## src/i2crm_pkg.sv

```systemverilog
// ----------------------------------------------------------------------------
// i2crm_pkg
// Shared types and constants for the I2C register master.
// ----------------------------------------------------------------------------
`default_nettype none

package i2crm_pkg;

  localparam int READ_BYTES  = 6;
  localparam int QUEUE_DEPTH = 2;
  localparam int QPTR_W      = (QUEUE_DEPTH > 1) ? $clog2(QUEUE_DEPTH) : 1;
  localparam int QCNT_W      = $clog2(QUEUE_DEPTH + 1);

  localparam int CFG_INDEX_W = 1;
  localparam int CFG_DATA_W  = 8;

  localparam logic [CFG_INDEX_W-1:0] CFG_DEVICE_ADDRESS      = 1'd0;
  localparam logic [CFG_INDEX_W-1:0] CFG_READ_START_REGISTER = 1'd1;

  localparam logic [6:0] DEVICE_ADDRESS_RST      = 7'd28;
  localparam logic [7:0] READ_START_REGISTER_RST = 8'h01;

  localparam logic [4:0] LAST_BYTE_INDEX = 5'(READ_BYTES - 1);

  typedef struct packed {
    logic       cmd_valid;
    logic       operation;
    logic [7:0] reg_addr;
    logic [7:0] write_data;
    logic       sda_in;
  } in_item_t;

  typedef struct packed {
    logic [6:0] device_address;
    logic [7:0] read_start_register;
  } cfg_t;

endpackage

`default_nettype wire

```

## src/i2crm_if.sv

```systemverilog
// ----------------------------------------------------------------------------
// i2crm_in_if / i2crm_out_if
// Valid/ready channels for ticks in and per-tick results out.
// ----------------------------------------------------------------------------
`default_nettype none

interface i2crm_in_if;
  logic       valid;
  logic       ready;
  logic       cmd_valid;
  logic       operation;
  logic [7:0] reg_addr;
  logic [7:0] write_data;
  logic       sda_in;

  modport source (output valid, cmd_valid, operation, reg_addr, write_data, sda_in,
                  input ready);
  modport sink   (input valid, cmd_valid, operation, reg_addr, write_data, sda_in,
                  output ready);
endinterface

interface i2crm_out_if;
  logic       valid;
  logic       ready;
  logic       scl_out;
  logic       sda_out;
  logic       busy_res;
  logic       read_valid;
  logic [7:0] read_byte;
  logic [4:0] read_index;
  logic       last_byte;
  logic       slave_ack;
  logic       done_res;

  modport source (output valid, scl_out, sda_out, busy_res, read_valid, read_byte,
                         read_index, last_byte, slave_ack, done_res,
                  input ready);
  modport sink   (input valid, scl_out, sda_out, busy_res, read_valid, read_byte,
                        read_index, last_byte, slave_ack, done_res,
                  output ready);
endinterface

`default_nettype wire

```

## src/i2c_register_master.sv

```systemverilog
// ----------------------------------------------------------------------------
// i2c_register_master
// Tick-driven I2C master for register writes and burst reads.
//
//   channel  dir  beat
//   in_ch    in   one half-bit tick: command fields and sampled SDA
//   out_ch   out  SCL/SDA levels, busy, read byte, slave ack, done
//   cfg_*    in   register write: index, data
//
// One beat per cycle unless out_ch stalls; the sequencer steps once per beat.
// A result passes through the input register, the two-entry queue and the
// output register before it leaves.
// Synchronous reset returns the sequencer to idle; the line registers are not reset.
// A stalled out_ch fills the queue, then drops in_ch.ready.
// ----------------------------------------------------------------------------
`default_nettype none

module i2c_register_master (
  input  wire logic                             clk,
  input  wire logic                             rst_n,
  i2crm_in_if.sink                              in_ch,
  i2crm_out_if.source                           out_ch,
  input  wire logic                             cfg_we,
  input  wire logic [i2crm_pkg::CFG_INDEX_W-1:0] cfg_index,
  input  wire logic [i2crm_pkg::CFG_DATA_W-1:0]  cfg_data
);
  import i2crm_pkg::*;

  cfg_t     cfg_r;
  in_item_t f_item, q_item;
  logic     f_valid, f_ready, q_valid, q_ready;

  always_ff @(posedge clk) begin
    if (!rst_n) begin
      cfg_r.device_address      <= DEVICE_ADDRESS_RST;
      cfg_r.read_start_register <= READ_START_REGISTER_RST;
    end else if (cfg_we) begin
      unique case (cfg_index)
        CFG_DEVICE_ADDRESS:      cfg_r.device_address      <= cfg_data[6:0];
        CFG_READ_START_REGISTER: cfg_r.read_start_register <= cfg_data[7:0];
        default: ;
      endcase
    end
  end

  i2crm_front u_front (
    .clk        (clk),
    .rst_n      (rst_n),
    .in_ch      (in_ch),
    .item       (f_item),
    .item_valid (f_valid),
    .item_ready (f_ready)
  );

  i2crm_queue u_queue (
    .clk      (clk),
    .rst_n    (rst_n),
    .wr_item  (f_item),
    .wr_valid (f_valid),
    .wr_ready (f_ready),
    .rd_item  (q_item),
    .rd_valid (q_valid),
    .rd_ready (q_ready)
  );

  i2crm_seq u_seq (
    .clk        (clk),
    .rst_n      (rst_n),
    .cfg        (cfg_r),
    .item       (q_item),
    .item_valid (q_valid),
    .item_ready (q_ready),
    .out_ch     (out_ch)
  );

endmodule

`default_nettype wire

```

## src/i2crm_front.sv

```systemverilog
// ----------------------------------------------------------------------------
// i2crm_front
// Input stage: takes a beat, packs and holds it until the queue has room.
// ----------------------------------------------------------------------------
`default_nettype none

module i2crm_front (
  input  wire logic          clk,
  input  wire logic          rst_n,
  i2crm_in_if.sink           in_ch,
  output i2crm_pkg::in_item_t item,
  output logic               item_valid,
  input  wire logic          item_ready
);
  import i2crm_pkg::*;

  logic     valid_r;
  in_item_t item_r;
  logic     take;

  assign in_ch.ready = !valid_r || item_ready;
  assign take        = in_ch.valid && in_ch.ready;
  assign item        = item_r;
  assign item_valid  = valid_r;

  always_ff @(posedge clk) begin
    if (!rst_n) begin
      valid_r <= 1'b0;
    end else if (take) begin
      valid_r <= 1'b1;
    end else if (item_ready) begin
      valid_r <= 1'b0;
    end
  end

  always_ff @(posedge clk) begin
    if (take) begin
      item_r.cmd_valid  <= in_ch.cmd_valid;
      item_r.operation  <= in_ch.operation;
      item_r.reg_addr   <= in_ch.reg_addr;
      item_r.write_data <= in_ch.write_data;
      item_r.sda_in     <= in_ch.sda_in;
    end
  end

endmodule

`default_nettype wire

```

## src/i2crm_queue.sv

```systemverilog
// ----------------------------------------------------------------------------
// i2crm_queue
// Short FIFO between the input stage and the bus sequencer.
// ----------------------------------------------------------------------------
`default_nettype none

module i2crm_queue (
  input  wire logic           clk,
  input  wire logic           rst_n,
  input  i2crm_pkg::in_item_t wr_item,
  input  wire logic           wr_valid,
  output logic                wr_ready,
  output i2crm_pkg::in_item_t rd_item,
  output logic                rd_valid,
  input  wire logic           rd_ready
);
  import i2crm_pkg::*;

  in_item_t          mem_r [QUEUE_DEPTH];
  logic [QPTR_W-1:0] wr_ptr_r;
  logic [QPTR_W-1:0] rd_ptr_r;
  logic [QCNT_W-1:0] count_r;
  logic              push;
  logic              pop;

  assign wr_ready = count_r != QCNT_W'(QUEUE_DEPTH);
  assign rd_valid = count_r != '0;
  assign rd_item  = mem_r[rd_ptr_r];
  assign push     = wr_valid && wr_ready;
  assign pop      = rd_valid && rd_ready;

  always_ff @(posedge clk) begin
    if (!rst_n) begin
      wr_ptr_r <= '0;
      rd_ptr_r <= '0;
      count_r  <= '0;
    end else begin
      if (push) begin
        wr_ptr_r <= (wr_ptr_r == QPTR_W'(QUEUE_DEPTH - 1)) ? '0 : wr_ptr_r + 1'b1;
      end
      if (pop) begin
        rd_ptr_r <= (rd_ptr_r == QPTR_W'(QUEUE_DEPTH - 1)) ? '0 : rd_ptr_r + 1'b1;
      end
      if (push && !pop) begin
        count_r <= count_r + 1'b1;
      end else if (pop && !push) begin
        count_r <= count_r - 1'b1;
      end
    end
  end

  always_ff @(posedge clk) begin
    if (push) begin
      mem_r[wr_ptr_r] <= wr_item;
    end
  end

endmodule

`default_nettype wire

```

## src/i2crm_seq.sv

```systemverilog
// ----------------------------------------------------------------------------
// i2crm_seq
// Bus sequencer: one half-bit tick per beat, result held in an output register.
// ----------------------------------------------------------------------------
`default_nettype none

module i2crm_seq (
  input  wire logic           clk,
  input  wire logic           rst_n,
  input  i2crm_pkg::cfg_t     cfg,
  input  i2crm_pkg::in_item_t item,
  input  wire logic           item_valid,
  output logic                item_ready,
  i2crm_out_if.source         out_ch
);
  import i2crm_pkg::*;

  typedef enum logic [3:0] {
    PH_IDLE, PH_ST_A, PH_ST_B, PH_ST_C, PH_WADDR, PH_REG, PH_DATA,
    PH_RS_A, PH_RS_B, PH_RS_C, PH_RADDR, PH_RX, PH_SP_A, PH_SP_B, PH_SP_C
  } phase_t;

  phase_t     phase_r,    phase_nxt;
  logic [3:0] bit_cnt_r,  bit_cnt_nxt;
  logic [4:0] byte_cnt_r, byte_cnt_nxt;
  logic [7:0] shift_r,    shift_nxt;
  logic [7:0] held_reg_r, held_reg_nxt;
  logic [7:0] held_dat_r, held_dat_nxt;
  logic       held_op_r,  held_op_nxt;
  logic       ack_r,      ack_nxt;
  logic       half_r,     half_nxt;

  logic       out_valid_r;
  logic       scl_r, sda_r, busy_r, rvalid_r, rlast_r, done_r;
  logic [7:0] rbyte_r;
  logic [4:0] ridx_r;

  logic       scl, sda, busy, rvalid, rlast, done;
  logic [7:0] rbyte;
  logic [4:0] ridx;
  logic       fire;

  assign item_ready = !out_valid_r || out_ch.ready;
  assign fire       = item_valid && item_ready;

  always_comb begin
    phase_t ph;
    logic   is_ack;
    logic   is_last;
    ph           = phase_r;
    bit_cnt_nxt  = bit_cnt_r;
    byte_cnt_nxt = byte_cnt_r;
    shift_nxt    = shift_r;
    held_reg_nxt = held_reg_r;
    held_dat_nxt = held_dat_r;
    held_op_nxt  = held_op_r;
    ack_nxt      = ack_r;
    half_nxt     = half_r;
    scl    = 1'b1;
    sda    = 1'b1;
    busy   = 1'b1;
    rvalid = 1'b0;
    rbyte  = '0;
    ridx   = '0;
    rlast  = 1'b0;
    done   = 1'b0;

    if (phase_r == PH_IDLE && item.cmd_valid) begin
      held_op_nxt  = item.operation;
      held_reg_nxt = item.operation ? cfg.read_start_register : item.reg_addr;
      held_dat_nxt = item.write_data;
      byte_cnt_nxt = '0;
      bit_cnt_nxt  = '0;
      half_nxt     = 1'b0;
      ph           = PH_ST_A;
    end

    is_ack    = bit_cnt_nxt[3];
    is_last   = byte_cnt_nxt >= LAST_BYTE_INDEX;
    phase_nxt = ph;

    unique case (ph)
      PH_ST_A: begin phase_nxt = PH_ST_B; end
      PH_RS_A: begin phase_nxt = PH_RS_B; end
      PH_ST_B: begin sda = 1'b0; phase_nxt = PH_ST_C; end
      PH_RS_B: begin sda = 1'b0; phase_nxt = PH_RS_C; end
      PH_ST_C, PH_RS_C: begin
        scl         = 1'b0;
        sda         = 1'b0;
        phase_nxt   = (ph == PH_ST_C) ? PH_WADDR : PH_RADDR;
        shift_nxt   = {cfg.device_address, ph == PH_RS_C};
        bit_cnt_nxt = '0;
        half_nxt    = 1'b0;
      end
      PH_WADDR, PH_REG, PH_DATA, PH_RADDR: begin
        sda = is_ack ? 1'b1 : shift_r[~bit_cnt_r[2:0]];
        scl = !half_r;
        if (!half_r) begin
          if (is_ack) begin
            ack_nxt = item.sda_in;
          end
          half_nxt = 1'b1;
        end else if (!is_ack) begin
          bit_cnt_nxt = bit_cnt_r + 1'b1;
          half_nxt    = 1'b0;
        end else begin
          bit_cnt_nxt = '0;
          half_nxt    = 1'b0;
          unique case (ph)
            PH_WADDR: begin phase_nxt = PH_REG; shift_nxt = held_reg_r; end
            PH_REG: begin
              if (held_op_r) begin
                phase_nxt = PH_RS_A;
              end else begin
                phase_nxt = PH_DATA;
                shift_nxt = held_dat_r;
              end
            end
            PH_DATA: begin phase_nxt = PH_SP_A; end
            default: begin
              phase_nxt    = PH_RX;
              shift_nxt    = '0;
              byte_cnt_nxt = '0;
            end
          endcase
        end
      end
      PH_RX: begin
        sda = is_ack ? is_last : 1'b1;
        scl = !half_r;
        if (!half_r) begin
          if (!is_ack) begin
            shift_nxt = {shift_r[6:0], item.sda_in};
            if (bit_cnt_r == 4'd7) begin
              rvalid = 1'b1;
              rbyte  = shift_nxt;
              ridx   = byte_cnt_r;
              rlast  = is_last;
            end
          end
          half_nxt = 1'b1;
        end else if (!is_ack) begin
          bit_cnt_nxt = bit_cnt_r + 1'b1;
          half_nxt    = 1'b0;
        end else begin
          bit_cnt_nxt = '0;
          half_nxt    = 1'b0;
          if (is_last) begin
            phase_nxt = PH_SP_A;
          end else begin
            byte_cnt_nxt = byte_cnt_r + 1'b1;
            shift_nxt    = '0;
          end
        end
      end
      PH_SP_A: begin scl = 1'b0; sda = 1'b0; phase_nxt = PH_SP_B; end
      PH_SP_B: begin sda = 1'b0; phase_nxt = PH_SP_C; end
      PH_SP_C: begin done = 1'b1; phase_nxt = PH_IDLE; end
      default: begin busy = 1'b0; phase_nxt = PH_IDLE; end
    endcase
  end

  always_ff @(posedge clk) begin
    if (!rst_n) begin
      phase_r     <= PH_IDLE;
      bit_cnt_r   <= '0;
      byte_cnt_r  <= '0;
      shift_r     <= '0;
      held_reg_r  <= '0;
      held_dat_r  <= '0;
      held_op_r   <= 1'b0;
      ack_r       <= 1'b1;
      half_r      <= 1'b0;
      out_valid_r <= 1'b0;
    end else if (fire) begin
      phase_r     <= phase_nxt;
      bit_cnt_r   <= bit_cnt_nxt;
      byte_cnt_r  <= byte_cnt_nxt;
      shift_r     <= shift_nxt;
      held_reg_r  <= held_reg_nxt;
      held_dat_r  <= held_dat_nxt;
      held_op_r   <= held_op_nxt;
      ack_r       <= ack_nxt;
      half_r      <= half_nxt;
      out_valid_r <= 1'b1;
    end else if (out_ch.ready) begin
      out_valid_r <= 1'b0;
    end
  end

  always_ff @(posedge clk) begin
    if (fire) begin
      scl_r    <= scl;
      sda_r    <= sda;
      busy_r   <= busy;
      rvalid_r <= rvalid;
      rbyte_r  <= rbyte;
      ridx_r   <= ridx;
      rlast_r  <= rlast;
      done_r   <= done;
    end
  end

  assign out_ch.valid      = out_valid_r;
  assign out_ch.scl_out    = scl_r;
  assign out_ch.sda_out    = sda_r;
  assign out_ch.busy_res   = busy_r;
  assign out_ch.read_valid = rvalid_r;
  assign out_ch.read_byte  = rbyte_r;
  assign out_ch.read_index = ridx_r;
  assign out_ch.last_byte  = rlast_r;
  assign out_ch.slave_ack  = ack_r;
  assign out_ch.done_res   = done_r;

endmodule

`default_nettype wire

```

## src/flat_wrapper.sv

```systemverilog
// flat-port wrapper written by rule: the top's interface ports become plain ports
module i2c_register_master_flat import i2crm_pkg::*;
  (clk, rst_n, cfg_we, cfg_index, cfg_data, in_ch_valid, in_ch_cmd_valid, in_ch_operation, in_ch_reg_addr, in_ch_write_data, in_ch_sda_in, in_ch_ready, out_ch_valid, out_ch_scl_out, out_ch_sda_out, out_ch_busy_res, out_ch_read_valid, out_ch_read_byte, out_ch_read_index, out_ch_last_byte, out_ch_slave_ack, out_ch_done_res, out_ch_ready);
  i2crm_in_if in_ch_i ();
  i2crm_out_if out_ch_i ();
  input  wire logic clk;
  input  wire logic rst_n;
  input  wire logic cfg_we;
  input  wire logic [i2crm_pkg::CFG_INDEX_W-1:0] cfg_index;
  input  wire logic [i2crm_pkg::CFG_DATA_W-1:0] cfg_data;
  input wire logic [$bits(in_ch_i.valid)-1:0] in_ch_valid;
  input wire logic [$bits(in_ch_i.cmd_valid)-1:0] in_ch_cmd_valid;
  input wire logic [$bits(in_ch_i.operation)-1:0] in_ch_operation;
  input wire logic [$bits(in_ch_i.reg_addr)-1:0] in_ch_reg_addr;
  input wire logic [$bits(in_ch_i.write_data)-1:0] in_ch_write_data;
  input wire logic [$bits(in_ch_i.sda_in)-1:0] in_ch_sda_in;
  output wire logic [$bits(in_ch_i.ready)-1:0] in_ch_ready;
  output wire logic [$bits(out_ch_i.valid)-1:0] out_ch_valid;
  output wire logic [$bits(out_ch_i.scl_out)-1:0] out_ch_scl_out;
  output wire logic [$bits(out_ch_i.sda_out)-1:0] out_ch_sda_out;
  output wire logic [$bits(out_ch_i.busy_res)-1:0] out_ch_busy_res;
  output wire logic [$bits(out_ch_i.read_valid)-1:0] out_ch_read_valid;
  output wire logic [$bits(out_ch_i.read_byte)-1:0] out_ch_read_byte;
  output wire logic [$bits(out_ch_i.read_index)-1:0] out_ch_read_index;
  output wire logic [$bits(out_ch_i.last_byte)-1:0] out_ch_last_byte;
  output wire logic [$bits(out_ch_i.slave_ack)-1:0] out_ch_slave_ack;
  output wire logic [$bits(out_ch_i.done_res)-1:0] out_ch_done_res;
  input wire logic [$bits(out_ch_i.ready)-1:0] out_ch_ready;
  assign in_ch_i.valid = in_ch_valid;
  assign in_ch_i.cmd_valid = in_ch_cmd_valid;
  assign in_ch_i.operation = in_ch_operation;
  assign in_ch_i.reg_addr = in_ch_reg_addr;
  assign in_ch_i.write_data = in_ch_write_data;
  assign in_ch_i.sda_in = in_ch_sda_in;
  assign in_ch_ready = in_ch_i.ready;
  assign out_ch_valid = out_ch_i.valid;
  assign out_ch_scl_out = out_ch_i.scl_out;
  assign out_ch_sda_out = out_ch_i.sda_out;
  assign out_ch_busy_res = out_ch_i.busy_res;
  assign out_ch_read_valid = out_ch_i.read_valid;
  assign out_ch_read_byte = out_ch_i.read_byte;
  assign out_ch_read_index = out_ch_i.read_index;
  assign out_ch_last_byte = out_ch_i.last_byte;
  assign out_ch_slave_ack = out_ch_i.slave_ack;
  assign out_ch_done_res = out_ch_i.done_res;
  assign out_ch_i.ready = out_ch_ready;
  i2c_register_master u_core (.clk(clk), .rst_n(rst_n), .in_ch(in_ch_i), .out_ch(out_ch_i), .cfg_we(cfg_we), .cfg_index(cfg_index), .cfg_data(cfg_data));
endmodule
```

## config.mk

```make
export PLATFORM = sky130hd
export DESIGN_NAME = i2c_register_master_flat
export DESIGN_NICKNAME = d
export VERILOG_FILES = /design/src/i2crm_pkg.sv /design/src/i2crm_if.sv /design/src/i2c_register_master.sv /design/src/i2crm_front.sv /design/src/i2crm_queue.sv /design/src/i2crm_seq.sv /design/src/flat_wrapper.sv
export SDC_FILE = /design/constraint.sdc
export NUM_CORES = 1
export LEC_CHECK = 0
export ABC_AREA = 1
export BUFFER_PORTS_ARGS = -buffer_cell sky130_fd_sc_hd__buf_2
export CAP_MARGIN = 40
export CELL_PAD_IN_SITES_DETAIL_PLACEMENT = 0
export CELL_PAD_IN_SITES_GLOBAL_PLACEMENT = 1
export CORE_ASPECT_RATIO = 1.2
export CORE_UTILIZATION = 51
export CTS_BUF_LIST = sky130_fd_sc_hd__clkbuf_4
export CTS_CLUSTER_SIZE = 10
export DETAILED_ROUTE_END_ITERATION = 8
export PLACE_DENSITY = 0.84
export SYNTH_ARGS = -nofsm -noshare
export SYNTH_HDL_FRONTEND = slang
export SYNTH_SLANG_ARGS = --single-unit
```

## constraint.sdc

```tcl
create_clock -name clk -period 5.1 [get_ports clk]
set_clock_uncertainty 0.15 [all_clocks]
set_input_delay 1.02 -clock clk [delete_from_list [all_inputs] [get_ports clk]]
set_output_delay 1.02 -clock clk [all_outputs]
set_load 0.005 [all_outputs]
```

==> flow_metrics.py <==
metrics = {
    "yosys": {
        "synth_top_area_share": 0.3785,
        "syn_avg_cell_area_um2": 9.510,
        "ys_seq_elements": 138,
        "yosys.area.top_type": "edfxtp_1",
        "synth_area_leaders": "edfxtp_1 38%, dfxtp_1 21%, nand2_1 8.2%",
        "synth_warnings": 0,
        "ys_types": 39,
        "synth-main-ff-cell": "edfxtp_1",
        "yosysSeqAreaShare": 0.5844,
        "synth-edff-count": 76,
        "synthCells": 634,
        "synth_fp_nets": 670,
        "synth_area_um2": 6030,
        "synthArstFlopShare": 0,
    },
    "power_and_ir_drop": {
        "powerDensity_nw_per_um2": 483.9,
        "power_leakage_nw": 2.637,
        "peakVddDrop_v": 0.0002522,
    },
    "worst_setup_path": {
        "crit_path_end_kind": "register",
        "arrival_ns": 2.93,
        "crit_family": "simple AND/OR/NAND/NOR gates",
        "reg2reg_to": "u_core.u_seq.phase_r[0]$_SDFFE_PN0P_",
        "critPathBufInv": 1,
        "cp-start-kind": "register",
        "critPathKind": "reg -> reg",
        "rr_worst_depth": 13,
        "cp_common_cell": "nand2_1",
        "cpPeakStageDelay_ns": 0.81,
        "path_depth": 13,
        "critPathSlowestCell": "dfxtp_1",
        "endpoint": "u_core.u_seq.phase_r[0]$_SDFFE_PN0P_",
        "path_max_fanout": 21,
        "required_ns": 5.37,
        "rrSetupSlack_ns": 2.44,
        "path_cells": "inv_2, nor2_4, nor2_4, nand2_8, nand2_2, nor2_1, nand2_1, nand2_1, nand2_1, nand2_1, nand2_1, nand2_1, a21oi_1",
    },
    "final_layout": {
        "final_layout_size_suffix_gt1_frac": 0.1980,
        "syn2layout_area_growth_pct": 10.94,
        "antennaDiodeCount": 0,
        "final_cell_count_no_fill": 854,
        "fin_nets": 720,
        "final_cell_mix": "131 x nand2_1, 76 x edfxtp_1, 62 x dfxtp_1, 60 x inv_1, 59 x o21ai_0",
        "mostFrequentLayoutCell": "nand2_1",
    },
    "detailed_routing": {
        "initialDrtViolationCount": 266,
        "ant_nets": 0,
        "viasPerCell": 5.083,
        "wl_per_cell_um": 13.43,
        "totalWireLength_um": 11470,
        "num_vias": 4341,
        "drc_errors": 0,
        "firstDrtPassIters": 5,
    },
    "die": {
        "ioPinCount": 55,
        "core_um2": 11510,
        "row_count": 43,
        "dieArea_um2": 12260,
        "die_w_um": 101.3,
        "die_h_um": 121.1,
        "start_util": 0.5237,
    },
    "timing": {
        "post-route-period-util": 0.5209,
        "setup_violations": 0,
        "hold_viol": 0,
        "timing.fmax_mhz": 376.4,
        "rsz0062_at_grt": "no",
        "relSlewSlack": 0.4223,
        "fin_tns_setup_ns": 0,
        "finalCriticalPeriod_ns": 2.657,
        "tightest_slew_ns": 0.8666,
        "slew_viol_final": 0,
    },
    "grt": {
        "grt_max_degree": 53,
        "grt_use_total": 0.2004,
        "grt_pass1_wl_um": 18770,
        "overflow": 0,
        "antenna_found_initial": 0,
        "grt_pass1_vias": 4069,
    },
    "place": {
        "portBuffers": 54,
        "place_congestion": 0.8739,
        "post-place-cells": 822,
        "dpl.hpwl_um": 8093,
    },
    "clock_network": {
        "cts_tree": "done",
        "cts_resized": 0,
        "hold_buffers": 0,
        "worstSkewPairLatency_ns": 0.52,
        "path_clk_slew_ns": 0.12,
        "htreeDepth": 4,
        "clock_sinks": 138,
        "post-cts-setup-buffer-count": 0,
        "clk_path_buf_depth": 2,
        "cts_root_buf": "clkbuf_4",
        "cts_buffers": 17,
    },
    "run_status": {
        "status": "completed",
    },
    "hold_path": {
        "hp-class": "reg -> reg",
    },
    "flow_run": {
        "drv_cap": 0,
    },
}
## cells in the mapped netlist, types with 7 or more instances
| library cell | count |
|---|---|
| a21oi_1 | 35 |
| nand2_1 | 131 |
| a31oi_1 | 20 |
| nor2_4 | 7 |
| nand3_1 | 29 |
| edfxtp_1 | 76 |
| o21ai_0 | 59 |
| clkbuf_1 | 17 |
| inv_1 | 60 |
| nor2_1 | 52 |
| dfxtp_1 | 62 |
| o211ai_1 | 14 |
## state kept, by name, indices dropped and copies added, names as in the netlist, 2 cells and up, named ones only
register,cells
u_core.u_queue.mem_r,38
u_core.u_seq.phase_r,4
u_core.u_seq.byte_cnt_r,5
u_core.u_seq.out_ch.read_byte,8
u_core.u_queue.count_r,2
u_core.cfg_r,15
u_core.u_seq.bit_cnt_r,4
u_core.u_seq.held_reg_r,8
u_core.u_seq.shift_r,8
u_core.u_seq.held_dat_r,8
u_core.u_seq.out_ch.read_index,5
u_core.u_front.item,19
## routing by layer
layer,wire (um),track usage
met5,0,0
met4,199,0.08152
met3,418,0.05645
met2,5791,0.3418
met1,5057,0.2356
## worst min-delay path by stage
stage,startpoint,endpoint,slack (ns),depth (start not counted)
2_1_floorplan,u_core.u_front.item[0]$_DFFE_PP_,u_core.u_queue.mem_r[0][0]$_DFFE_PP_,0.27,0
6_report,u_core.u_front.item[8]$_DFFE_PP_,u_core.u_queue.mem_r[0][8]$_DFFE_PP_,0.31,0
3_3_place_gp,u_core.u_front.item[9]$_DFFE_PP_,u_core.u_queue.mem_r[0][9]$_DFFE_PP_,0.27,0
5_1_grt,u_core.u_front.item[15]$_DFFE_PP_,u_core.u_queue.mem_r[1][15]$_DFFE_PP_,0.32,0
3_5_place_dp,u_core.u_front.item[6]$_DFFE_PP_,u_core.u_queue.mem_r[0][6]$_DFFE_PP_,0.28,0
4_1_cts,u_core.u_front.item[6]$_DFFE_PP_,u_core.u_queue.mem_r[0][6]$_DFFE_PP_,0.31,0
## per-stage QoR
step / hold slack [ns] / setup WS, ns / power [W] / area, um^2 / utilization
floorplan: 0.2715 / 2.454 / 0.002298 / 6030 / -
CTS: 0.3087 / 2.382 / 0.003267 / 6689 / 0.5810
global placement: 0.2717 / 2.097 / 0.002514 / 6381 / 0.5542
detailed placement: 0.2804 / 2.241 / 0.002554 / 6396 / 0.5555
global route: 0.3170 / 2.166 / 0.003452 / 6689 / 0.5810
finish: 0.3054 / 2.443 / 0.003237 / 6689 / 0.5810
## final cells by class
| type | instances | area, um^2 |
|---|---|---|
| clock buffer | 20 | 150.1 |
| fill | 1026 | 4825 |
| multi-input combinational | 399 | 2098 |
| timing repair buffer | 58 | 307.8 |
| clock inverter | 12 | 142.6 |
| tap | 157 | 196.4 |
| inverter | 70 | 270.3 |
| sequential | 138 | 3523 |
## worst register-to-register path: cells and delay by family, from the launching register on
family / cells / cell delay (ns)
AO/OA/AOI/OAI: 1 / 0.06
buffers and inverters: 1 / 0.34
flip-flops: 1 / 0.81
AND/OR/NAND/NOR: 11 / 1.22
## power by group
group / internal [W] / switching, W / total, W / leakage, nW
Combinational: 0.000317 / 0.000594 / 0.000911 / 1.27
Clock: 0.000313 / 0.000405 / 0.000718 / 0.140
Sequential: 0.00144 / 0.000170 / 0.00161 / 1.22
## kinds of logic after synthesis
| group | after synthesis | synth area share |
|---|---|---|
| simple gates | 255 | 0.2048 |
| flops | 138 | 0.5844 |
| compound gates | 137 | 0.1293 |
| buf+inv | 97 | 0.06952 |
| xor+xnor | 4 | 0.005811 |
| fa+ha+maj | 3 | 0.006226 |
(Power assumes the default switching activity.)
